**src/hw/rtl/av1sh_pkg.sv**
```systemverilog
`timescale 1ns / 1ps
// ----------------------------------------------------------------------------
// av1sh_pkg
// Shared types, syntax step codes and the step control table of the
// sequence header parser.
// ----------------------------------------------------------------------------
package av1sh_pkg;

  localparam int StepW = 6;
  typedef logic [StepW-1:0] step_t;

  // syntax step codes
  localparam step_t S_PROFILE   = 6'd0;
  localparam step_t S_STILL     = 6'd1;
  localparam step_t S_REDUCED   = 6'd2;
  localparam step_t S_LEVEL_R   = 6'd3;
  localparam step_t S_TIMING    = 6'd4;
  localparam step_t S_NUM_UNITS = 6'd5;
  localparam step_t S_TIME_SCL  = 6'd6;
  localparam step_t S_EQUAL_PIC = 6'd7;
  localparam step_t S_UVLC_ZERO = 6'd8;
  localparam step_t S_UVLC_VAL  = 6'd9;
  localparam step_t S_DMI       = 6'd10;
  localparam step_t S_BUF_LEN   = 6'd11;
  localparam step_t S_DEC_TICK  = 6'd12;
  localparam step_t S_BRT_LEN   = 6'd13;
  localparam step_t S_FPT_LEN   = 6'd14;
  localparam step_t S_IDD       = 6'd15;
  localparam step_t S_OP_CNT    = 6'd16;
  localparam step_t S_OP_IDC    = 6'd17;
  localparam step_t S_OP_LEVEL  = 6'd18;
  localparam step_t S_OP_TIER   = 6'd19;
  localparam step_t S_OP_DM     = 6'd20;
  localparam step_t S_OP_DEC    = 6'd21;
  localparam step_t S_OP_ENC    = 6'd22;
  localparam step_t S_OP_LOW    = 6'd23;
  localparam step_t S_OP_IDD_P  = 6'd24;
  localparam step_t S_OP_IDD    = 6'd25;
  localparam step_t S_FWB       = 6'd26;
  localparam step_t S_FHB       = 6'd27;
  localparam step_t S_FW        = 6'd28;
  localparam step_t S_FH        = 6'd29;
  localparam step_t S_FID       = 6'd30;
  localparam step_t S_DFID      = 6'd31;
  localparam step_t S_AFID      = 6'd32;
  localparam step_t S_TOOLS3    = 6'd33;
  localparam step_t S_TOOLS4    = 6'd34;
  localparam step_t S_OH        = 6'd35;
  localparam step_t S_JNT       = 6'd36;
  localparam step_t S_CH_SCT    = 6'd37;
  localparam step_t S_FO_SCT    = 6'd38;
  localparam step_t S_CH_IMV    = 6'd39;
  localparam step_t S_FO_IMV    = 6'd40;
  localparam step_t S_OH_BITS   = 6'd41;
  localparam step_t S_TAIL3     = 6'd42;
  localparam step_t S_HBD       = 6'd43;
  localparam step_t S_TWELVE    = 6'd44;
  localparam step_t S_MONO      = 6'd45;
  localparam step_t S_CD        = 6'd46;
  localparam step_t S_CP        = 6'd47;
  localparam step_t S_TC        = 6'd48;
  localparam step_t S_MC        = 6'd49;
  localparam step_t S_RANGE     = 6'd50;
  localparam step_t S_SSX       = 6'd51;
  localparam step_t S_SSY       = 6'd52;
  localparam step_t S_CSP       = 6'd53;
  localparam step_t S_SEP_UV    = 6'd54;
  localparam step_t S_FILM      = 6'd55;

  // field length source
  localparam logic [2:0] LEN_CONST = 3'd0;
  localparam logic [2:0] LEN_ZC    = 3'd1;
  localparam logic [2:0] LEN_DLEN  = 3'd2;
  localparam logic [2:0] LEN_FW    = 3'd3;
  localparam logic [2:0] LEN_FH    = 3'd4;

  localparam logic [23:0] CDESC_UNSPEC = 24'h020202;
  localparam logic [23:0] CDESC_SRGB   = 24'h010D00;
  localparam logic [5:0]  UVLC_MAX     = 6'd32;

  typedef struct packed {
    logic [2:0] len_kind;
    logic [5:0] len_const;
    step_t      nxt;
  } step_ctl_t;

  // control word per syntax step: field length and default successor
  function automatic step_ctl_t step_ctl(input step_t s);
    step_ctl_t c;
    c.len_kind  = LEN_CONST;
    c.len_const = 6'd1;
    c.nxt       = S_FILM;
    unique case (s)
      S_PROFILE:   begin c.len_const = 6'd3;  c.nxt = S_STILL;      end
      S_STILL:     begin c.nxt = S_REDUCED;                         end
      S_REDUCED:   begin c.nxt = S_TIMING;                          end
      S_LEVEL_R:   begin c.len_const = 6'd5;  c.nxt = S_FWB;        end
      S_TIMING:    begin c.nxt = S_IDD;                             end
      S_NUM_UNITS: begin c.len_const = 6'd32; c.nxt = S_TIME_SCL;   end
      S_TIME_SCL:  begin c.len_const = 6'd32; c.nxt = S_EQUAL_PIC;  end
      S_EQUAL_PIC: begin c.nxt = S_DMI;                             end
      S_UVLC_ZERO: begin c.nxt = S_DMI;                             end
      S_UVLC_VAL:  begin c.len_kind = LEN_ZC; c.nxt = S_DMI;        end
      S_DMI:       begin c.nxt = S_IDD;                             end
      S_BUF_LEN:   begin c.len_const = 6'd5;  c.nxt = S_DEC_TICK;   end
      S_DEC_TICK:  begin c.len_const = 6'd32; c.nxt = S_BRT_LEN;    end
      S_BRT_LEN:   begin c.len_const = 6'd5;  c.nxt = S_FPT_LEN;    end
      S_FPT_LEN:   begin c.len_const = 6'd5;  c.nxt = S_IDD;        end
      S_IDD:       begin c.nxt = S_OP_CNT;                          end
      S_OP_CNT:    begin c.len_const = 6'd5;  c.nxt = S_OP_IDC;     end
      S_OP_IDC:    begin c.len_const = 6'd12; c.nxt = S_OP_LEVEL;   end
      S_OP_LEVEL:  begin c.len_const = 6'd5;  c.nxt = S_OP_TIER;    end
      S_OP_TIER:   begin c.nxt = S_OP_DM;                           end
      S_OP_DM:     begin c.nxt = S_OP_DEC;                          end
      S_OP_DEC:    begin c.len_kind = LEN_DLEN; c.nxt = S_OP_ENC;   end
      S_OP_ENC:    begin c.len_kind = LEN_DLEN; c.nxt = S_OP_LOW;   end
      S_OP_LOW:    begin c.nxt = S_OP_IDD_P;                        end
      S_OP_IDD_P:  begin c.nxt = S_OP_IDD;                          end
      S_OP_IDD:    begin c.len_const = 6'd4;  c.nxt = S_FWB;        end
      S_FWB:       begin c.len_const = 6'd4;  c.nxt = S_FHB;        end
      S_FHB:       begin c.len_const = 6'd4;  c.nxt = S_FW;         end
      S_FW:        begin c.len_kind = LEN_FW; c.nxt = S_FH;         end
      S_FH:        begin c.len_kind = LEN_FH; c.nxt = S_FID;        end
      S_FID:       begin c.nxt = S_TOOLS3;                          end
      S_DFID:      begin c.len_const = 6'd4;  c.nxt = S_AFID;       end
      S_AFID:      begin c.len_const = 6'd3;  c.nxt = S_TOOLS3;     end
      S_TOOLS3:    begin c.len_const = 6'd3;  c.nxt = S_TOOLS4;     end
      S_TOOLS4:    begin c.len_const = 6'd4;  c.nxt = S_OH;         end
      S_OH:        begin c.nxt = S_CH_SCT;                          end
      S_JNT:       begin c.len_const = 6'd2;  c.nxt = S_CH_SCT;     end
      S_CH_SCT:    begin c.nxt = S_FO_SCT;                          end
      S_FO_SCT:    begin c.nxt = S_TAIL3;                           end
      S_CH_IMV:    begin c.nxt = S_FO_IMV;                          end
      S_FO_IMV:    begin c.nxt = S_TAIL3;                           end
      S_OH_BITS:   begin c.len_const = 6'd3;  c.nxt = S_TAIL3;      end
      S_TAIL3:     begin c.len_const = 6'd3;  c.nxt = S_HBD;        end
      S_HBD:       begin c.nxt = S_MONO;                            end
      S_TWELVE:    begin c.nxt = S_MONO;                            end
      S_MONO:      begin c.nxt = S_CD;                              end
      S_CD:        begin c.nxt = S_CP;                              end
      S_CP:        begin c.len_const = 6'd8;  c.nxt = S_TC;         end
      S_TC:        begin c.len_const = 6'd8;  c.nxt = S_MC;         end
      S_MC:        begin c.len_const = 6'd8;  c.nxt = S_RANGE;      end
      S_RANGE:     begin c.nxt = S_SEP_UV;                          end
      S_SSX:       begin c.nxt = S_SSY;                             end
      S_SSY:       begin c.nxt = S_SEP_UV;                          end
      S_CSP:       begin c.len_const = 6'd2;  c.nxt = S_SEP_UV;     end
      S_SEP_UV:    begin c.nxt = S_FILM;                            end
      default:     begin c.nxt = S_FILM;                            end
    endcase
    return c;
  endfunction

endpackage

```
**src/hw/rtl/av1_sequence_header_parser_core.sv**
```systemverilog
`timescale 1ns / 1ps
// ----------------------------------------------------------------------------
// av1_sequence_header_parser_core
// Bit-serial sequence header parser: a step table drives a field shifter,
// one syntax bit per cycle while a byte is being shifted, and one result beat is given per header.
// ----------------------------------------------------------------------------
//
//  channel | direction | handshake           | payload
//  in_     | input     | in_valid/in_ready   | payload_byte, is_last
//  out_    | output    | out_valid/out_ready | header fields, truncated
//
// each byte is taken in the idle phase, sent bit by bit through the step
// sequencer, then wrapped up. a byte marked last loads the result register
// and restarts the parse; if the previous result is still waiting, the
// wrap phase holds.
// synchronous active-low reset puts the parser at the profile element.
// in_ready is high whenever no byte is being parsed.

module av1_sequence_header_parser_core (
  input  logic        clk,
  input  logic        rst_n,
  input  logic        in_valid,
  output logic        in_ready,
  input  logic [7:0]  in_payload_byte,
  input  logic        in_is_last,
  output logic        out_valid,
  input  logic        out_ready,
  output logic [2:0]  out_profile,
  output logic [4:0]  out_level_index,
  output logic        out_tier_high,
  output logic        out_delay_present,
  output logic [3:0]  out_delay_minus_one,
  output logic [16:0] out_max_width,
  output logic [16:0] out_max_height,
  output logic [1:0]  out_depth_code,
  output logic        out_mono,
  output logic [1:0]  out_subsampling_xy,
  output logic [1:0]  out_sample_position,
  output logic        out_truncated
);

  localparam logic [1:0] PH_IDLE = 2'd0;
  localparam logic [1:0] PH_BITS = 2'd1;
  localparam logic [1:0] PH_WRAP = 2'd2;

  logic [1:0] phase_r, phase_nxt;
  logic [2:0] bitcnt_r, bitcnt_nxt;
  logic [7:0] byte_r, byte_nxt;
  logic       last_r, last_nxt;

  av1sh_pkg::step_t step_r, step_nxt;
  logic [31:0] acc_r, acc_nxt;
  logic [5:0]  left_r, left_nxt;
  logic [5:0]  zc_r, zc_nxt;
  logic [4:0]  opcnt_r, opcnt_nxt;
  logic [4:0]  opidx_r, opidx_nxt;
  logic [4:0]  dlen_r, dlen_nxt;
  logic        red_r, red_nxt, dmi_r, dmi_nxt, idd_r, idd_nxt, oh_r, oh_nxt;
  logic        hbd_r, hbd_nxt, twelve_r, twelve_nxt;
  logic [3:0]  fw_r, fw_nxt, fh_r, fh_nxt;
  logic [23:0] cdesc_r, cdesc_nxt;
  logic        done_r, done_nxt;
  logic [2:0]  prof_r, prof_nxt;
  logic [4:0]  lvl_r, lvl_nxt;
  logic        tier_r, tier_nxt, dpres_r, dpres_nxt;
  logic [3:0]  delay_r, delay_nxt;
  logic [16:0] width_r, width_nxt, height_r, height_nxt;
  logic        mono_r, mono_nxt;
  logic [1:0]  ss_r, ss_nxt, csp_r, csp_nxt;

  logic        oval_r, oval_nxt;
  logic        in_acc, out_load, clr;

  av1sh_pkg::step_ctl_t ctl_cur, ctl_go;
  av1sh_pkg::step_t     g_step, nop_step, adm_step, atier_step, aimv_step, atw_step;
  logic        g_en, fin, b, idx0;
  logic [31:0] v;
  logic [23:0] cd_new;

  assign in_ready  = (phase_r == PH_IDLE);
  assign in_acc    = in_valid && in_ready;
  assign out_valid = oval_r;
  assign out_load  = (phase_r == PH_WRAP) && last_r && (!oval_r || out_ready);
  assign clr       = out_load;

  // byte shifter and phase control
  always_comb begin
    phase_nxt  = phase_r;
    bitcnt_nxt = bitcnt_r;
    byte_nxt   = byte_r;
    last_nxt   = last_r;
    oval_nxt   = oval_r && !out_ready;
    unique case (phase_r)
      PH_IDLE: begin
        if (in_acc) begin
          byte_nxt   = in_payload_byte;
          last_nxt   = in_is_last;
          bitcnt_nxt = 3'd0;
          phase_nxt  = PH_BITS;
        end
      end
      PH_BITS: begin
        byte_nxt   = {byte_r[6:0], 1'b0};
        bitcnt_nxt = bitcnt_r + 3'd1;
        if (bitcnt_r == 3'd7) phase_nxt = PH_WRAP;
      end
      PH_WRAP: begin
        if (!last_r) phase_nxt = PH_IDLE;
        else if (out_load) begin
          phase_nxt = PH_IDLE;
          oval_nxt  = 1'b1;
        end
      end
      default: phase_nxt = PH_IDLE;
    endcase
  end

  // helper successors shared by several steps
  assign idx0       = (opidx_r == 5'd0);
  assign nop_step   = (opidx_r >= opcnt_r) ? av1sh_pkg::S_FWB : av1sh_pkg::S_OP_IDC;
  assign adm_step   = idd_r ? av1sh_pkg::S_OP_IDD_P : nop_step;
  assign atier_step = dmi_r ? av1sh_pkg::S_OP_DM : adm_step;
  assign aimv_step  = oh_r ? av1sh_pkg::S_OH_BITS : av1sh_pkg::S_TAIL3;
  assign atw_step   = (prof_r == 3'd1) ? av1sh_pkg::S_CD : av1sh_pkg::S_MONO;

  assign b       = byte_r[7];
  assign v       = {acc_r[30:0], b};
  assign ctl_cur = av1sh_pkg::step_ctl(step_r);
  assign ctl_go  = av1sh_pkg::step_ctl(g_step);
  assign cd_new  = {cdesc_r[23:8], v[7:0]};

  // syntax sequencer: one bit per cycle while a byte is being shifted
  always_comb begin
    step_nxt = step_r;   acc_nxt = acc_r;     left_nxt = left_r;   zc_nxt = zc_r;
    opcnt_nxt = opcnt_r; opidx_nxt = opidx_r; dlen_nxt = dlen_r;
    red_nxt = red_r;     dmi_nxt = dmi_r;     idd_nxt = idd_r;     oh_nxt = oh_r;
    hbd_nxt = hbd_r;     twelve_nxt = twelve_r;
    fw_nxt = fw_r;       fh_nxt = fh_r;       cdesc_nxt = cdesc_r; done_nxt = done_r;
    prof_nxt = prof_r;   lvl_nxt = lvl_r;     tier_nxt = tier_r;   dpres_nxt = dpres_r;
    delay_nxt = delay_r; width_nxt = width_r; height_nxt = height_r;
    mono_nxt = mono_r;   ss_nxt = ss_r;       csp_nxt = csp_r;
    g_en   = 1'b0;
    g_step = ctl_cur.nxt;
    fin    = 1'b0;

    if ((phase_r == PH_BITS) && !done_r) begin
      if (step_r == av1sh_pkg::S_UVLC_ZERO) begin
        if (!b) begin
          if (zc_r < av1sh_pkg::UVLC_MAX) zc_nxt = zc_r + 6'd1;
        end else begin
          g_en   = 1'b1;
          g_step = ((zc_r == 6'd0) || (zc_r >= av1sh_pkg::UVLC_MAX)) ?
                   av1sh_pkg::S_DMI : av1sh_pkg::S_UVLC_VAL;
        end
      end else if (left_r > 6'd1) begin
        acc_nxt  = v;
        left_nxt = left_r - 6'd1;
      end else begin
        acc_nxt  = v;
        left_nxt = 6'd0;
        fin      = 1'b1;
      end
    end

    // element complete: store fields and pick the successor
    if (fin) begin
      g_en = 1'b1;
      case (step_r)
        av1sh_pkg::S_PROFILE: prof_nxt = v[2:0];
        av1sh_pkg::S_REDUCED: begin
          red_nxt = v[0];
          g_step  = v[0] ? av1sh_pkg::S_LEVEL_R : av1sh_pkg::S_TIMING;
        end
        av1sh_pkg::S_LEVEL_R: begin
          lvl_nxt = v[4:0]; tier_nxt = 1'b0; dpres_nxt = 1'b0;
        end
        av1sh_pkg::S_TIMING: begin
          if (v[0]) g_step = av1sh_pkg::S_NUM_UNITS;
          else dmi_nxt = 1'b0;
        end
        av1sh_pkg::S_EQUAL_PIC: begin
          if (v[0]) begin
            zc_nxt = 6'd0;
            g_step = av1sh_pkg::S_UVLC_ZERO;
          end
        end
        av1sh_pkg::S_DMI: begin
          dmi_nxt = v[0];
          g_step  = v[0] ? av1sh_pkg::S_BUF_LEN : av1sh_pkg::S_IDD;
        end
        av1sh_pkg::S_BUF_LEN: dlen_nxt = v[4:0];
        av1sh_pkg::S_IDD: begin
          idd_nxt = v[0]; dpres_nxt = v[0];
        end
        av1sh_pkg::S_OP_CNT: begin
          opcnt_nxt = v[4:0]; opidx_nxt = 5'd0;
        end
        av1sh_pkg::S_OP_LEVEL: begin
          if (idx0) begin
            lvl_nxt = v[4:0]; tier_nxt = 1'b0; delay_nxt = 4'd0;
          end
          g_step = (v[4:0] > 5'd7) ? av1sh_pkg::S_OP_TIER : atier_step;
        end
        av1sh_pkg::S_OP_TIER: begin
          if (idx0) tier_nxt = v[0];
          g_step = atier_step;
        end
        av1sh_pkg::S_OP_DM:   g_step = v[0] ? av1sh_pkg::S_OP_DEC : adm_step;
        av1sh_pkg::S_OP_LOW:  g_step = adm_step;
        av1sh_pkg::S_OP_IDD_P: g_step = v[0] ? av1sh_pkg::S_OP_IDD : nop_step;
        av1sh_pkg::S_OP_IDD: begin
          if (idx0) delay_nxt = v[3:0];
          g_step = nop_step;
        end
        av1sh_pkg::S_FWB: fw_nxt = v[3:0];
        av1sh_pkg::S_FHB: fh_nxt = v[3:0];
        av1sh_pkg::S_FW:  width_nxt = v[16:0] + 17'd1;
        av1sh_pkg::S_FH: begin
          height_nxt = v[16:0] + 17'd1;
          g_step = red_r ? av1sh_pkg::S_TOOLS3 : av1sh_pkg::S_FID;
        end
        av1sh_pkg::S_FID:    g_step = v[0] ? av1sh_pkg::S_DFID : av1sh_pkg::S_TOOLS3;
        av1sh_pkg::S_TOOLS3: g_step = red_r ? av1sh_pkg::S_TAIL3 : av1sh_pkg::S_TOOLS4;
        av1sh_pkg::S_OH: begin
          oh_nxt = v[0];
          g_step = v[0] ? av1sh_pkg::S_JNT : av1sh_pkg::S_CH_SCT;
        end
        av1sh_pkg::S_CH_SCT: g_step = v[0] ? av1sh_pkg::S_CH_IMV : av1sh_pkg::S_FO_SCT;
        av1sh_pkg::S_FO_SCT: g_step = v[0] ? av1sh_pkg::S_CH_IMV : aimv_step;
        av1sh_pkg::S_CH_IMV: g_step = v[0] ? aimv_step : av1sh_pkg::S_FO_IMV;
        av1sh_pkg::S_FO_IMV: g_step = aimv_step;
        av1sh_pkg::S_HBD: begin
          hbd_nxt = v[0]; twelve_nxt = 1'b0;
          if ((prof_r == 3'd2) && v[0]) g_step = av1sh_pkg::S_TWELVE;
          else begin
            g_step = atw_step;
            if (prof_r == 3'd1) mono_nxt = 1'b0;
          end
        end
        av1sh_pkg::S_TWELVE: begin
          twelve_nxt = v[0];
          g_step = atw_step;
          if (prof_r == 3'd1) mono_nxt = 1'b0;
        end
        av1sh_pkg::S_MONO: mono_nxt = v[0];
        av1sh_pkg::S_CD: begin
          if (!v[0]) begin
            cdesc_nxt = av1sh_pkg::CDESC_UNSPEC;
            g_step    = av1sh_pkg::S_RANGE;
            if (mono_r) ss_nxt = 2'd3;
          end
        end
        av1sh_pkg::S_CP: cdesc_nxt = {v[7:0], cdesc_r[15:0]};
        av1sh_pkg::S_TC: cdesc_nxt = {cdesc_r[23:16], v[7:0], cdesc_r[7:0]};
        av1sh_pkg::S_MC: begin
          cdesc_nxt = cd_new;
          if (mono_r) ss_nxt = 2'd3;
          else if (cd_new == av1sh_pkg::CDESC_SRGB) begin
            ss_nxt = 2'd0;
            g_step = av1sh_pkg::S_SEP_UV;
          end
        end
        av1sh_pkg::S_RANGE: begin
          if (mono_r) g_step = av1sh_pkg::S_FILM;
          else if (prof_r == 3'd0) begin
            ss_nxt = 2'd3; g_step = av1sh_pkg::S_CSP;
          end else if (prof_r == 3'd1) ss_nxt = 2'd0;
          else if ((prof_r == 3'd2) && hbd_r && twelve_r) g_step = av1sh_pkg::S_SSX;
          else ss_nxt = 2'd2;
        end
        av1sh_pkg::S_SSX: begin
          if (!v[0]) begin
            ss_nxt = 2'd0; g_step = av1sh_pkg::S_SEP_UV;
          end
        end
        av1sh_pkg::S_SSY: begin
          ss_nxt = {1'b1, v[0]};
          g_step = v[0] ? av1sh_pkg::S_CSP : av1sh_pkg::S_SEP_UV;
        end
        av1sh_pkg::S_CSP: csp_nxt = v[1:0];
        av1sh_pkg::S_FILM: begin
          done_nxt = 1'b1; g_en = 1'b0;
        end
        av1sh_pkg::S_STILL, av1sh_pkg::S_NUM_UNITS, av1sh_pkg::S_TIME_SCL,
        av1sh_pkg::S_UVLC_VAL, av1sh_pkg::S_DEC_TICK, av1sh_pkg::S_BRT_LEN,
        av1sh_pkg::S_FPT_LEN, av1sh_pkg::S_OP_IDC, av1sh_pkg::S_OP_DEC,
        av1sh_pkg::S_OP_ENC, av1sh_pkg::S_DFID, av1sh_pkg::S_AFID,
        av1sh_pkg::S_TOOLS4, av1sh_pkg::S_JNT, av1sh_pkg::S_OH_BITS,
        av1sh_pkg::S_TAIL3, av1sh_pkg::S_SEP_UV: ;
        default: begin
          done_nxt = 1'b1; g_en = 1'b0;
        end
      endcase
      // loop back to the next operating point
      if ((step_r >= av1sh_pkg::S_OP_LEVEL) && (step_r <= av1sh_pkg::S_OP_IDD) &&
          (g_step == av1sh_pkg::S_OP_IDC))
        opidx_nxt = opidx_r + 5'd1;
    end

    // enter the next element: clear shifter, load its length
    if (g_en) begin
      step_nxt = g_step;
      acc_nxt  = 32'd0;
      case (ctl_go.len_kind)
        av1sh_pkg::LEN_ZC:   left_nxt = zc_r;
        av1sh_pkg::LEN_DLEN: left_nxt = {1'b0, dlen_r} + 6'd1;
        av1sh_pkg::LEN_FW:   left_nxt = {2'b00, fw_r} + 6'd1;
        av1sh_pkg::LEN_FH:   left_nxt = {2'b00, fh_r} + 6'd1;
        default:             left_nxt = ctl_go.len_const;
      endcase
    end
  end

  // control registers
  always_ff @(posedge clk) begin
    if (!rst_n) begin
      phase_r  <= PH_IDLE;
      bitcnt_r <= 3'd0;
      oval_r   <= 1'b0;
      last_r   <= 1'b0;
    end else begin
      phase_r  <= phase_nxt;
      bitcnt_r <= bitcnt_nxt;
      oval_r   <= oval_nxt;
      last_r   <= last_nxt;
    end
  end

  // parse state, cleared by reset and at the end of each header
  always_ff @(posedge clk) begin
    if (!rst_n || clr) begin
      step_r <= av1sh_pkg::S_PROFILE; acc_r <= 32'd0; left_r <= 6'd3; zc_r <= 6'd0;
      opcnt_r <= 5'd0; opidx_r <= 5'd0; dlen_r <= 5'd0;
      red_r <= 1'b0; dmi_r <= 1'b0; idd_r <= 1'b0; oh_r <= 1'b0;
      hbd_r <= 1'b0; twelve_r <= 1'b0; fw_r <= 4'd0; fh_r <= 4'd0;
      cdesc_r <= av1sh_pkg::CDESC_UNSPEC; done_r <= 1'b0;
      prof_r <= 3'd0; lvl_r <= 5'd0; tier_r <= 1'b0; dpres_r <= 1'b0;
      delay_r <= 4'd0; width_r <= 17'd0; height_r <= 17'd0;
      mono_r <= 1'b0; ss_r <= 2'd0; csp_r <= 2'd0;
    end else begin
      step_r <= step_nxt; acc_r <= acc_nxt; left_r <= left_nxt; zc_r <= zc_nxt;
      opcnt_r <= opcnt_nxt; opidx_r <= opidx_nxt; dlen_r <= dlen_nxt;
      red_r <= red_nxt; dmi_r <= dmi_nxt; idd_r <= idd_nxt; oh_r <= oh_nxt;
      hbd_r <= hbd_nxt; twelve_r <= twelve_nxt; fw_r <= fw_nxt; fh_r <= fh_nxt;
      cdesc_r <= cdesc_nxt; done_r <= done_nxt;
      prof_r <= prof_nxt; lvl_r <= lvl_nxt; tier_r <= tier_nxt; dpres_r <= dpres_nxt;
      delay_r <= delay_nxt; width_r <= width_nxt; height_r <= height_nxt;
      mono_r <= mono_nxt; ss_r <= ss_nxt; csp_r <= csp_nxt;
    end
  end

  // payload registers
  always_ff @(posedge clk) begin
    byte_r <= byte_nxt;
    if (out_load) begin
      out_truncated       <= !done_r;
      out_profile         <= done_r ? prof_r : 3'd0;
      out_level_index     <= done_r ? lvl_r : 5'd0;
      out_tier_high       <= done_r && tier_r;
      out_delay_present   <= done_r && dpres_r;
      out_delay_minus_one <= done_r ? delay_r : 4'd0;
      out_max_width       <= done_r ? width_r : 17'd0;
      out_max_height      <= done_r ? height_r : 17'd0;
      out_depth_code      <= (done_r && hbd_r) ? (twelve_r ? 2'd2 : 2'd1) : 2'd0;
      out_mono            <= done_r && mono_r;
      out_subsampling_xy  <= done_r ? ss_r : 2'd0;
      out_sample_position <= done_r ? csp_r : 2'd0;
    end
  end

endmodule

```
**config.mk**
```make
export PLATFORM = sky130hd
export DESIGN_NAME = av1_sequence_header_parser_core
export DESIGN_NICKNAME = d
export VERILOG_FILES = /design/src/hw/rtl/av1sh_pkg.sv /design/src/hw/rtl/av1_sequence_header_parser_core.sv
export SDC_FILE = /design/constraint.sdc
export NUM_CORES = 1
export LEC_CHECK = 0
export ABC_AREA = 1
export ABC_CLOCK_PERIOD_IN_PS = 5280
export BUFFER_PORTS_ARGS = -buffer_cell sky130_fd_sc_hd__buf_2
export CORE_MARGIN = 1.5
export CORE_UTILIZATION = 61
export CTS_BUF_LIST = sky130_fd_sc_hd__clkbuf_16
export CTS_CLUSTER_DIAMETER = 200
export DETAILED_ROUTE_END_ITERATION = 8
export PLACE_DENSITY = 0.8
export SKIP_CTS_REPAIR_TIMING = 1
export SYNTH_ARGS = -nofsm -noshare
export SYNTH_HDL_FRONTEND = slang
export SYNTH_SLANG_ARGS = --single-unit
```
**constraint.sdc**
```tcl
create_clock -name clk -period 5.28 [get_ports clk]
set_input_delay 0.264 -clock clk [delete_from_list [all_inputs] [get_ports clk]]
set_output_delay 0.264 -clock clk [all_outputs]
set_load 0.02 [all_outputs]
```
After elaboration in Yosys (flattened, before gate mapping)
Cells that the tools add are included.

operators by class
  equal/unequal tests = 109
  mux-type cells = 101
  $add $sub $neg = 8
  bitwise logic cells = 5
  reductions and logical operators = 86
  magnitude comparators = 7

operators with widths
  kind                   number
  $pmux 6 s42            1
  $eq 6x6->1 const B     33
  $eq 6x5->1 const B     28
  $mux 6                 28
  $pmux 6 s25            1
  $pmux 24 s4            1
  $eq 6x4->1 const B     13
  $reduce_or 54->1       1
  $pmux 6 s7             1
  $mux 2                 20
  $mux 4                 10
  $reduce_and 2->1       20
  $eq 6x3->1 const B     6
  $eq 24x17->1 const B   1
  $mux 24                1
  $pmux 6 s4             1
  $ne 2x2->1 const B     11
  $reduce_bool 2->1      10
  $eq 6x2->1 const B     3
  $logic_not 6->1        3
  $mux 1                 18
  $reduce_or 3->1        6
  $add 17x1->17 const B  1
  $pmux 8 s2             1
  49 further kinds       97

word-level totals
  word-level logic and storage cells = 361
  flip-flop bits (word level) = 204
  output and inout bits = 58
  input port bits = 13

Logic depth before layout (Yosys ltp)
  depth in word-level cells = 19
  depth in mapped cells = 28
  depth with buffers taken out = 28

Worst setup path before layout
No wires, ideal clock.

  path type = register to register
  start point = reg oval_r (netlist: out_valid)
  end point = reg step_r[0]
  clock period less this slack = 4.196 ns
  setup slack = 1.084 ns
  buffers on the path = 1
  required time = 5.152 ns
  data arrival time = 4.068 ns
  library setup time = 0.128 ns
  cell stages (with the launch flop) = 8
  cells stage by stage = dfxtp_1 -> inv_1 -> nor2_1 -> nor2_1 -> nor2_1 -> nand2_1 -> clkbuf_1 -> o22ai_1

between the ends
  word-level cells in the longest chain between the ends = 4

RTL lines
  element                 RTL line                                source
  start, declared         av1_sequence_header_parser_core.sv:71   logic oval_r, oval_nxt;
  start signal, assigned  av1_sequence_header_parser_core.sv:324  oval_r <= oval_nxt;
  $logic_not 1->1         av1_sequence_header_parser_core.sv:83   assign out_load = (phase_r == PH_WRAP) && last_r && (!oval_r || out_ready);
  $logic_or 1x1->1        av1_sequence_header_parser_core.sv:83
  $logic_and 1x1->1       av1_sequence_header_parser_core.sv:83
  net clr                 av1_sequence_header_parser_core.sv:72   logic in_acc, out_load, clr;
  $logic_or 1x1->1        av1_sequence_header_parser_core.sv:331  if (!rst_n || clr) begin
  end signal, assigned    av1_sequence_header_parser_core.sv:341  step_r <= step_nxt; acc_r <= acc_nxt; left_r <= left_nxt; zc_r <= zc_nxt;
  end, declared           av1_sequence_header_parser_core.sv:51   av1sh_pkg::step_t step_r, step_nxt;

The timed path passes the listed nets, and every way through them passes these cells.
A chain may end at the register's enable or synchronous reset.

Final worst setup path
  start point = reg done_r
  end point = reg opidx_r[3]

between the ends
  word-level cells in the longest chain between the ends = 13
  elaborated cells between the ends (all ways) = 21
  classes of those cells = 1 x eq/ne; 15 x mux; 5 x reduce/logical

RTL lines
  element                             RTL line                                source
  start, declared                     av1_sequence_header_parser_core.sv:62   logic done_r, done_nxt;
  start signal, assigned              av1_sequence_header_parser_core.sv:345  cdesc_r <= cdesc_nxt; done_r <= done_nxt;
  $logic_not 1->1 (*)                 av1_sequence_header_parser_core.sv:146  if ((phase_r == PH_BITS) && !done_r) begin
  $logic_and 1x1->1 (*)               av1_sequence_header_parser_core.sv:146
  $mux 6                              av1_sequence_header_parser_core.sv:146
  $mux 6                              av1_sequence_header_parser_core.sv:268  else if ((prof_r == 3'd2) && hbd_r && twelve_r) g_step = av1sh_pkg::S_SSX;
  $mux 6                              av1_sequence_header_parser_core.sv:267  end else if (prof_r == 3'd1) ss_nxt = 2'd0;
  $mux 6                              av1_sequence_header_parser_core.sv:265  else if (prof_r == 3'd0) begin
  $mux 6                              av1_sequence_header_parser_core.sv:264  if (mono_r) g_step = av1sh_pkg::S_FILM;
  $pmux 6 s25                         av1_sequence_header_parser_core.sv:168  case (step_r)
  $mux 6                              av1_sequence_header_parser_core.sv:166  if (fin) begin
  $eq 6x5->1                          av1_sequence_header_parser_core.sv:296  (g_step == av1sh_pkg::S_OP_IDC))
  $logic_and 1x1->1                   av1_sequence_header_parser_core.sv:295  if ((step_r >= av1sh_pkg::S_OP_LEVEL) && (step_r <= av1sh_pkg::S_OP_IDD) &&
  $reduce_bool 2->1 (no source line)  -
  $reduce_and 2->1 (no source line)   -
  end signal, assigned                av1_sequence_header_parser_core.sv:342  opcnt_r <= opcnt_nxt; opidx_r <= opidx_nxt; dlen_r <= dlen_nxt;
  end, declared                       av1_sequence_header_parser_core.sv:56   logic [4:0] opidx_r, opidx_nxt;

Every way passes the cells marked *; elsewhere a longest branch is shown, timed or not. The select of a mux whose other input is x is not followed.

==> impl_metrics.py <==
metrics = {
    "setup_path": {
        "cp.required_ns": 5.67,
        "crit_chain": "inv_1, nand2_1, inv_1, nand2_1, nor2_2, inv_2, nor2_1, inv_1, nand2_1, inv_2, nor2_1, nand3_1, o21bai_1, a21oi_1",
        "cp_num_buf_inv": 5,
        "endpoint_kind": "register",
        "crit_type": "reg -> reg",
        "slowest_stage": "nor2_2",
        "crit_fanout": 55,
        "cpLargestDelayFamily": "simple AND/OR/NAND/NOR gates",
        "cp.arrival_ns": 4.53,
        "critPathLaunchType": "register",
        "cp.depth": 14,
        "slowest_delay_ns": 0.72,
        "reg2regPathDepth": 14,
    },
    "power": {
        "combPwrFrac": 0.083,
        "clkPwrFrac": 0.413,
        "swShare": 0.250,
        "p_leak_uw": 0.00587,
        "p_seq_frac": 0.504,
        "p_int_uw": 2500,
        "ir_worst_vdd_v": 0.000298,
        "p_switching_uw": 835,
        "p_per_area_mw_per_mm2": 278,
    },
    "yosys": {
        "synth-seq-cells": 204,
        "synth_ff_type": "dfxtp_1",
        "synthArstFlopShare": 0,
        "synthesis.area_mm2": 0.0108,
        "syn_avg_cell_area_um2": 7.16,
        "synthesis.nets": 1540,
        "synth_edf_count": 64,
        "synth.distinct_cells": 49,
        "ys.warnings.count": 0,
        "yosysSeqAreaShare": 0.437,
        "synth_cells": 1510,
    },
    "clocking": {
        "cts_tree": "built",
        "cts.reportedPaths.clkPinSlew_ns": 0.06,
        "root_buffer": "clkbuf_16",
        "clkLatencyLatePin_ns": 0.50,
        "ctsLongestPathBuffers": 3,
        "numCtsBuffers": 21,
        "cts_max_level": 1,
        "cts_sinks": 204,
    },
    "drt": {
        "wl_per_cell_um": 17.8,
        "wl_um": 32100,
        "drc": 0,
        "viasPerCell": 5.80,
        "vias": 10500,
        "drtIter0Drc": 1311,
        "antenna_left": 0,
        "firstDrtPassIters": 7,
    },
    "timing": {
        "drv_slew": 0,
        "rsz0062_at_grt": "false",
        "final-setup-viol-count": 0,
        "finalCriticalPeriod_ns": 4.14,
        "worst_pin_slew_ns": 1.08,
        "fin_crit_sh": 0.784,
        "timing.fmax_ghz": 0.242,
        "skew_ns": 0.0111,
        "hold_viol": 0,
        "slew_headroom": 0.282,
        "fin_setup_tns_ns": 0,
    },
    "floorplanning": {
        "die_h_um": 136,
        "coreArea_mm2": 0.0173,
        "dieArea_mm2": 0.0185,
        "dieWidth_um": 136,
        "rows": 48,
        "start_util": 0.625,
        "io_pins": 71,
    },
    "global_route": {
        "grt_max_degree": 64,
        "gr-total-overflow": 0,
        "grt_pass1_wl_um": 50100,
        "gr-usage-all-layers": 0.346,
        "antenna_found_initial": 0,
        "grt_pass1_vias": 9856,
    },
    "flow_run": {
        "maxCapViolations": 0,
    },
    "cells_and_area": {
        "n_antenna_cell": 0,
        "layout.nets": 1598,
        "syn2layout_area_growth_pct": 10.8,
        "final_util": 0.692,
        "drive_above_1_share": 0.114,
        "final_common_cell": "nand2_1",
        "layout_common_cells": "nand2_1 (360), nor2_1 (206), inv_1 (184)",
    },
    "place": {
        "place_congestion": 1.06,
        "dp_hpwl_um": 23600,
        "portBuffers": 70,
    },
    "hold_path": {
        "hp-class": "in -> reg",
        "whs_path_depth": 2,
    },
    "status": {
        "status": "finished, final reports clean",
    },
}
## state kept, by name, indices dropped and copies added, names as in the netlist, 6 cells and up
signal	cells
height_r	17
out_max_height	17
out_max_width	17
width_r	17
acc_r	16
cdesc_r	16
byte_r	8
left_r	6
step_r	6
zc_r	6
## final timing paths
| kind | slack [ns] | startpoint | to |
|---|---|---|---|
| worst min register to register | 0.46 | bitcnt_r[0] | bitcnt_r[0] |
| worst min-delay path | 0.03 | rst_n | phase_r[0] |
| worst max-delay path | 1.14 | done_r | opidx_r[3] |
| worst max register to register | 1.14 | done_r | opidx_r[3] |
## per-stage QoR
step	hold WS (ns)	area, um2	std cells	setup WS [ns]	power [uW]
finish	0.0317	12000	1808	1.14	3330
global route	0.0408	12000	1808	0.872	3430
CTS	0.0251	12000	1808	1.20	3340
detailed placement	0.454	11300	1770	1.24	1980
global placement	0.450	11300	1770	1.27	1980
floorplan	0.382	10800	1510	1.08	1900
## cell type report
class / count / area, um2
fill: 1442 / 5330
tap: 225 / 282
inverter: 204 / 768
multi-input combinational: 1057 / 5140
clock buffer: 21 / 526
clock inverter: 17 / 106
sequential: 204 / 4730
timing repair buffer: 80 / 425
## cells by family (layout without fill, tap and decap cells)
group | after synthesis | count (layout) | share of synthesized area
and+or+nand+nor | 751 | 751 | 0.301
AOI/OAI and AO/OA | 265 | 265 | 0.134
buffers and inverters | 249 | 322 | 0.0888
DFF | 204 | 204 | 0.437
xor gates and xnor gates | 23 | 23 | 0.0186
adders and majority gates | 17 | 17 | 0.0197
muxes | 1 | 1 | 0.000926
## Yosys cell counts (2+ instances only)
cell | number | share of area
dfxtp_1 | 140 | 0.26
and3_1 | 2 | 0.0012
nand3_2 | 3 | 0.0028
edfxtp_1 | 64 | 0.18
o22ai_1 | 7 | 0.0041
or2_2 | 3 | 0.0017
xor2_1 | 21 | 0.017
a22oi_1 | 2 | 0.0014
nand2_4 | 2 | 0.0021
a2111oi_0 | 2 | 0.0016
ha_1 | 17 | 0.020
nand3_1 | 82 | 0.038
nor2_8 | 3 | 0.0056
nand2_2 | 20 | 0.012
nor3b_1 | 3 | 0.0021
nor2_1 | 208 | 0.072
nor3_1 | 20 | 0.0093
nand2_1 | 360 | 0.13
o21ai_0 | 91 | 0.042
buf_6 | 3 | 0.0031
o21ai_1 | 6 | 0.0028
buf_1 | 3 | 0.0010
clkbuf_1 | 39 | 0.014
a21oi_1 | 116 | 0.054
a31oi_1 | 5 | 0.0029
o21bai_1 | 2 | 0.0014
inv_2 | 22 | 0.0076
a211oi_1 | 23 | 0.016
nand4_1 | 28 | 0.016
xnor2_1 | 2 | 0.0016
o211ai_1 | 5 | 0.0035
nor2_2 | 10 | 0.0058
inv_1 | 180 | 0.063
## routing by layer
metal  up-vias  wire length [um]  GRT usage
met1      4829             13400      0.451
met5         -                 0          0
met4         0              1390      0.157
met3       101              2500     0.0488
met2       526             14900      0.570
li1       5026                 -          -
## power by group through the flow
stage | logic, uW | clock network, uW | registers, uW
after detailed placement | 272 | 0 | 1710
final | 278 | 1380 | 1680
after floorplan | 196 | 0 | 1700
after CTS | 273 | 1390 | 1680
after global routing | 305 | 1440 | 1680
after global placement | 268 | 0 | 1710
## worst reg2reg max path: cells and delay by family, from the launching register on
kind / cells / cell delay [ns]
simple gates: 7 / 2.02
buf+inv: 5 / 1.20
flops: 1 / 0.63
compound gates: 2 / 0.18
(Power assumes the default switching activity.)
